==> config.mk <==
export PLATFORM = sky130hd
export DESIGN_NAME = wall_follow_turn_sequencer
export DESIGN_NICKNAME = d
export VERILOG_FILES = /design/src/hdl/wfts_pkg.sv /design/src/hdl/wfts_step.sv /design/src/hdl/wall_follow_turn_sequencer.sv
export SDC_FILE = /design/constraint.sdc
export NUM_CORES = 1
export LEC_CHECK = 0
export BUFFER_PORTS_ARGS = -buffer_cell sky130_fd_sc_hd__buf_2
export CORE_UTILIZATION = 60
export DETAILED_ROUTE_END_ITERATION = 8
export PLACE_DENSITY = 0.83
export SLEW_MARGIN = 10
export SYNTH_ARGS = -nofsm -noshare
export SYNTH_HDL_FRONTEND = slang
export SYNTH_SLANG_ARGS = --single-unit
==> constraint.sdc <==
create_clock -name clock -period 5.41 [get_ports clock]
set_input_delay 1.082 -clock clock [delete_from_list [all_inputs] [get_ports clock]]
set_output_delay 1.082 -clock clock [all_outputs]
set_load 0.005 [all_outputs]
==> src/hdl/wfts_pkg.sv <==
package wfts_pkg;

   localparam int REQ_BITS   = 19;
   localparam int REQ_TDATA  = 24;
   localparam int RSP_BITS   = 20;
   localparam int RSP_TDATA  = 24;
   localparam int CSR_IDX_W  = 3;
   localparam int CSR_DATA_W = 8;

   localparam logic [3:0] DIR_STOP    = 4'd0;
   localparam logic [3:0] DIR_FORWARD = 4'd9;
   localparam logic [3:0] DIR_ROTATE  = 4'd10;
   localparam logic [6:0] FULL_DUTY   = 7'd100;

   localparam logic [CSR_IDX_W-1:0] CSR_NEAR_LIMIT    = 3'd0;
   localparam logic [CSR_IDX_W-1:0] CSR_CLOSE_LIMIT   = 3'd1;
   localparam logic [CSR_IDX_W-1:0] CSR_FAR_LIMIT     = 3'd2;
   localparam logic [CSR_IDX_W-1:0] CSR_STEER_PERCENT = 3'd3;
   localparam logic [CSR_IDX_W-1:0] CSR_TURN_PULSES   = 3'd4;

   localparam logic [7:0] RST_NEAR_LIMIT    = 8'd7;
   localparam logic [7:0] RST_CLOSE_LIMIT   = 8'd6;
   localparam logic [7:0] RST_FAR_LIMIT     = 8'd30;
   localparam logic [6:0] RST_STEER_PERCENT = 7'd70;
   localparam logic [7:0] RST_TURN_PULSES   = 8'd92; // first count past 180 degrees

   // packed with the first field in the highest bits
   typedef struct packed {
      logic       front_hit;
      logic       right_pulse;
      logic       left_pulse;
      logic [7:0] dist_right;
      logic [7:0] dist_left;
   } req_type;

   typedef struct packed {
      logic       turn_done;
      logic       rotating;
      logic [6:0] duty_right;
      logic [6:0] duty_left;
      logic [3:0] motor_dir;
   } rsp_type;

   typedef struct packed {
      logic [7:0] near_limit;
      logic [7:0] close_limit;
      logic [7:0] far_limit;
      logic [6:0] steer_percent;
      logic [7:0] turn_pulses;
   } cfg_type;

endpackage

==> src/hdl/wfts_step.sv <==
module wfts_step (
   input  wfts_pkg::req_type item,
   input  wfts_pkg::cfg_type cfg,
   input  logic              mode_rotate,
   input  logic [7:0]        pulse_count,
   output wfts_pkg::rsp_type result,
   output logic              mode_rotate_next,
   output logic [7:0]        pulse_count_next
);
   import wfts_pkg::*;

   logic [6:0] steer;
   logic       steer_left;
   logic       steer_right;
   logic [8:0] sum;
   logic [7:0] count_sat;

   assign steer = (cfg.steer_percent > FULL_DUTY) ? FULL_DUTY : cfg.steer_percent;

   assign steer_left  = ((item.dist_left >= cfg.near_limit) ||
                         (item.dist_right <= cfg.close_limit)) &&
                        (item.dist_left < cfg.far_limit);
   assign steer_right = ((item.dist_right >= cfg.near_limit) ||
                         (item.dist_left <= cfg.close_limit)) &&
                        (item.dist_right < cfg.far_limit);

   assign sum = {1'b0, pulse_count} + {8'd0, item.left_pulse} + {8'd0, item.right_pulse};
   assign count_sat = sum[8] ? 8'hFF : sum[7:0];

   always_comb begin
      result.motor_dir  = DIR_FORWARD;
      result.duty_left  = FULL_DUTY;
      result.duty_right = FULL_DUTY;
      result.rotating   = 1'b0;
      result.turn_done  = 1'b0;
      mode_rotate_next  = mode_rotate;
      pulse_count_next  = pulse_count;
      priority if (!mode_rotate && item.front_hit) begin
         result.motor_dir = DIR_STOP;
         result.rotating  = 1'b1;
         mode_rotate_next = 1'b1;
         pulse_count_next = 8'd0;
      end else if (!mode_rotate) begin
         if (steer_left) begin
            result.duty_left = steer;
         end else if (steer_right) begin
            result.duty_right = steer;
         end
      end else if (count_sat >= cfg.turn_pulses) begin
         result.motor_dir = DIR_STOP;
         result.turn_done = 1'b1;
         mode_rotate_next = 1'b0;
         pulse_count_next = 8'd0;
      end else begin
         result.motor_dir = DIR_ROTATE;
         result.rotating  = 1'b1;
         pulse_count_next = count_sat;
      end
   end

endmodule

==> src/hdl/wall_follow_turn_sequencer.sv <==
// Wall-follow and turn sequencer: one tick transaction in, one motor command out.
// Each tick is latched in an input register, evaluated against the mode and
// pulse count in one pass of compare logic, and written to an output register,
// so a tick is accepted every cycle while rsp_tready stays high. Forward mode
// steers with the near, close and far limits; a front hit stops and starts a
// right spin that ends once the summed encoder pulses reach turn_pulses. Write
// the csr_ registers only while no tick is in flight.
module wall_follow_turn_sequencer (
   input  logic                              clock,
   input  logic                              reset,
   // dist_left[7:0], dist_right[15:8], left_pulse[16], right_pulse[17],
   // front_hit[18], zero fill up to 23
   input  logic [wfts_pkg::REQ_TDATA-1:0]    req_tdata,
   input  logic                              req_tvalid,
   output logic                              req_tready,
   // motor_dir[3:0], duty_left[10:4], duty_right[17:11], rotating[18],
   // turn_done[19], zero fill up to 23
   output logic [wfts_pkg::RSP_TDATA-1:0]    rsp_tdata,
   output logic                              rsp_tvalid,
   input  logic                              rsp_tready,
   input  logic                              csr_valid,
   output logic                              csr_ready,
   input  logic [wfts_pkg::CSR_IDX_W-1:0]    csr_index,
   input  logic [wfts_pkg::CSR_DATA_W-1:0]   csr_data
);
   import wfts_pkg::*;

   logic    in_valid_ff, in_valid_in;
   req_type in_data_ff;
   logic    out_valid_ff, out_valid_in;
   rsp_type out_data_ff;
   logic    mode_ff, mode_in;
   logic [7:0] count_ff, count_in;
   cfg_type cfg_ff, cfg_in;

   rsp_type step_result;
   logic    step_mode;
   logic [7:0] step_count;
   logic    advance;
   logic    take;

   wfts_step u_step (
      .item             (in_data_ff),
      .cfg              (cfg_ff),
      .mode_rotate      (mode_ff),
      .pulse_count      (count_ff),
      .result           (step_result),
      .mode_rotate_next (step_mode),
      .pulse_count_next (step_count)
   );

   assign advance    = in_valid_ff && (!out_valid_ff || rsp_tready);
   assign req_tready = !in_valid_ff || advance;
   assign take       = req_tvalid && req_tready;
   assign csr_ready  = 1'b1;

   assign rsp_tvalid = out_valid_ff;
   assign rsp_tdata  = {{(RSP_TDATA-RSP_BITS){1'b0}}, out_data_ff};

   always_comb begin
      in_valid_in  = take ? 1'b1 : (advance ? 1'b0 : in_valid_ff);
      out_valid_in = advance ? 1'b1 : ((rsp_tready) ? 1'b0 : out_valid_ff);
      mode_in      = advance ? step_mode : mode_ff;
      count_in     = advance ? step_count : count_ff;
      cfg_in       = cfg_ff;
      if (csr_valid) begin
         unique case (csr_index)
            CSR_NEAR_LIMIT:    cfg_in.near_limit    = csr_data;
            CSR_CLOSE_LIMIT:   cfg_in.close_limit   = csr_data;
            CSR_FAR_LIMIT:     cfg_in.far_limit     = csr_data;
            CSR_STEER_PERCENT: cfg_in.steer_percent = csr_data[6:0];
            CSR_TURN_PULSES:   cfg_in.turn_pulses   = csr_data;
            default: ;
         endcase
      end
   end

   always_ff @(posedge clock) begin
      if (reset) begin
         in_valid_ff  <= 1'b0;
         out_valid_ff <= 1'b0;
         mode_ff      <= 1'b0;
         count_ff     <= 8'd0;
         cfg_ff       <= '{near_limit:    RST_NEAR_LIMIT,
                           close_limit:   RST_CLOSE_LIMIT,
                           far_limit:     RST_FAR_LIMIT,
                           steer_percent: RST_STEER_PERCENT,
                           turn_pulses:   RST_TURN_PULSES};
      end else begin
         in_valid_ff  <= in_valid_in;
         out_valid_ff <= out_valid_in;
         mode_ff      <= mode_in;
         count_ff     <= count_in;
         cfg_ff       <= cfg_in;
      end
   end

   always_ff @(posedge clock) begin
      if (take) begin
         in_data_ff <= req_type'(req_tdata[REQ_BITS-1:0]);
      end
      if (advance) begin
         out_data_ff <= step_result;
      end
   end

endmodule

==> impl_results.md <==
- CTS Hold Bufs: 0
- Register area share after synthesis: between 40% and 50%
- Vias per inst: ~5.6
- CTS Buffer Depth: 2
- Required @ worst endpoint: 5.71 ns
- Synthesized instance count: between 400 and 500
- Total power: approximately 0.0013 W
- TritonRoute pass-1 iters: 5
- # rows: 31
- Syn Std Cell Area: 0.00469 sq mm
- Synth Register Bits: slightly below 90
- Global-route wire length before repair: 15.5 mm
- Clk sinks: 88
- Maxcap violations: 0
- Vias in the first global route: 3,374
- Iteration-0 DRC Markers: 250
- EDFF count, synth: 38
- Die area: 0.00818 sq mm
- Worst IR drop on VDD: about 190 uV
- Antenna viol nets, final: 0
- Final Hold Vio Count: 0
- Drt total wl: 9.37 mm
- Cell area power density: approximately 250 mW/mm^2
- Crit path kind: flop to flop
- Worst setup EP type: flop
- Min-Delay Path Class: flop to flop
- Initial antenna violation count: 0
- DPL Wire Length: 7.03 mm
- Ys Warns: 0
- Total track usage: 24.3%
- Pre-CTS WS: about 1.7 ns
- Worst Path Max Fanout: 9
- Io pins: 67
- Worst Slack Setup Final: 1.68 ns
- Synth area leader: edfxtp_1
- CTS tree: yes
- Routed via count: between 3,000 and 4,000
- Setup Buffers After CTS: 0
- Synth area leaders: edfxtp_1, dfxtp_1, ha_1
- Post-Syn Area per Cell: between 9 and 10 sq um
- Starting Density: a little over three fifths
- Top-area cell type share of the netlist area: around a quarter
- Status: completed
- RSZ-0062 raised after global routing: false
- # port buffers: 55
- Async set-reset flop share out of synthesis: 0%
- CP startpoint kind: flop
- Top_reg_cell synth: dfxtp_1
- Worst-Margin Slew: between 1 and 1.5 ns
- Largest net degree at the start of global routing: a little over 50
- Ratio of cells with drive above 1 in the final layout: 15.3%
- Final setup vio count: 0
- Die span in x: 90.4 microns
- N_diodes: 0
- Post-DR wirelength/cell: approximately 14 microns
- Max-Slew Margin vs Limit: 30.7%
- Leak Pwr: 2.22 nW
- Final nets: 640
- H-tree Lvls: 3
- TritonCTS buffer count: 9
- Max Fclk: about 270 MHz
- Min Tclk post-route: 3.73 ns
- Root Driver: clkbuf_8
- # DRC: 0
- Placed inst area: around 0.0050 sq mm
- Unique masters post-synth: between 50 and 60
- Final slew viol count: 0
- Clock transition at path regs: about 0.1 ns
- Total gr overflow: 0
- Final period util: between 60 and 70%
- Chip Height: 90.4 microns
- Final instance area: approximately 0.0052 sq mm
- Placeable core area: between 0.007 and 0.008 sq mm
- Worst EP arrival: 4.03 ns
- Setup TNS: 0 ns
- Area grow syn2layout: 10.9%
- Clock skew: between 0.01 and 0.015 ns
- Worst-Skew Late Latency: approximately 0.37 ns
- Post-CTS sizing: 0
- GP Congestion: 0.840
-- cell usage after synthesis (all sizes together), types with 5 or more instances --
cell type / n
a211o: 8
a21oi: 34
a22oi: 5
and2: 8
and3: 5
buf: 8
clkbuf: 11
dfxtp: 50
edfxtp: 38
ha: 55
inv: 44
nand2: 88
nand3: 10
nand3b: 13
nand4: 6
nor2: 36
nor2b: 7
o21ai: 14
-- power by group --
part / switching (W) / total [W] / internal (W)
sequential: 0.0000143 / 0.000731 / 0.000717
combinational: 0.0000855 / 0.000144 / 0.0000580
clock: 0.000266 / 0.000447 / 0.000181
-- sequential cells by signal (all words and copies together), names as in the netlist --
register,count
cfg_ff,39
in_data_ff,19
rsp_tdata,19
mode_ff,1
count_ff,8
rsp_tvalid,1
in_valid_ff,1
-- cell type report --
class / count / area [sq um]
clock inverter: 7 / 73.8
timing repair buffer: 55 / 275
sequential: 88 / 2140
tap: 99 / 124
fill: 560 / 2200
multi-input combinational: 346 / 2300
clock buffer: 9 / 124
inverter: 44 / 165
-- worst paths after layout --
kind | start | end | slack (ns) | cells past startpoint
max reg2reg | in_data_ff[16] | count_ff[2] | 1.68 | 13
min | cfg_ff[36] | cfg_ff[36] | 0.46 | 2
max | in_data_ff[16] | count_ff[2] | 1.68 | 13
min reg2reg | cfg_ff[36] | cfg_ff[36] | 0.46 | 2
-- cell usage in the layout, fill, tap and decap left out, drive strengths merged, types with 5 or more instances in the layout --
master,count
nand3b,13
clkbuf,9
nor2b,7
conb,6
nand3,10
dfxtp,50
nor2,36
a21oi,34
buf,55
inv,47
o21ai,14
a22oi,5
and2,8
edfxtp,38
nand4,6
nand2,88
and3,5
a211o,8
ha,55
-- logic make-up (layout without fill, tap and decap cells) --
group	Yosys count	in the layout	synth area share [%]
compound gates	84	84	12.2
xor+xnor	2	2	0.374
fa+ha+maj	56	56	15.1
buf+inv	63	115	5.68
flops	88	88	45.7
mux	5	5	1.09
other cells	2	6	0.160
simple gates	193	193	19.7
-- layer usage --
metal	wire, microns	up-vias	global-route usage, %
li1	-	1809	-
met1	4250	1673	32.2
met2	4420	139	40.3
met3	521	18	3.28
met4	181	0	9.41
met5	0	-	0
-- through the flow --
stage	hold slack [ns]	std cells	util, %
after global routing	0.489	648	70.2
after global placement	0.445	632	67.6
after floorplan	0.436	497	-
after detailed placement	0.451	632	67.6
final	0.464	648	70.2
after CTS	0.462	648	70.2
-- worst max-delay path: stages, from the launching register on --
cell and delay, ns:
edfxtp_1 0.34, inv_1 0.06, fa_1 0.44, nand3b_1 0.25, or2_2 0.35, and2_1 0.17, or2_2 0.29, ha_1 0.29
a211oi_1 0.24, nor2_1 0.07, a211oi_1 0.43, and3_1 0.43, o21ai_0 0.14, a21oi_1 0.14
Note: power is estimated with default switching activity, not from simulation.
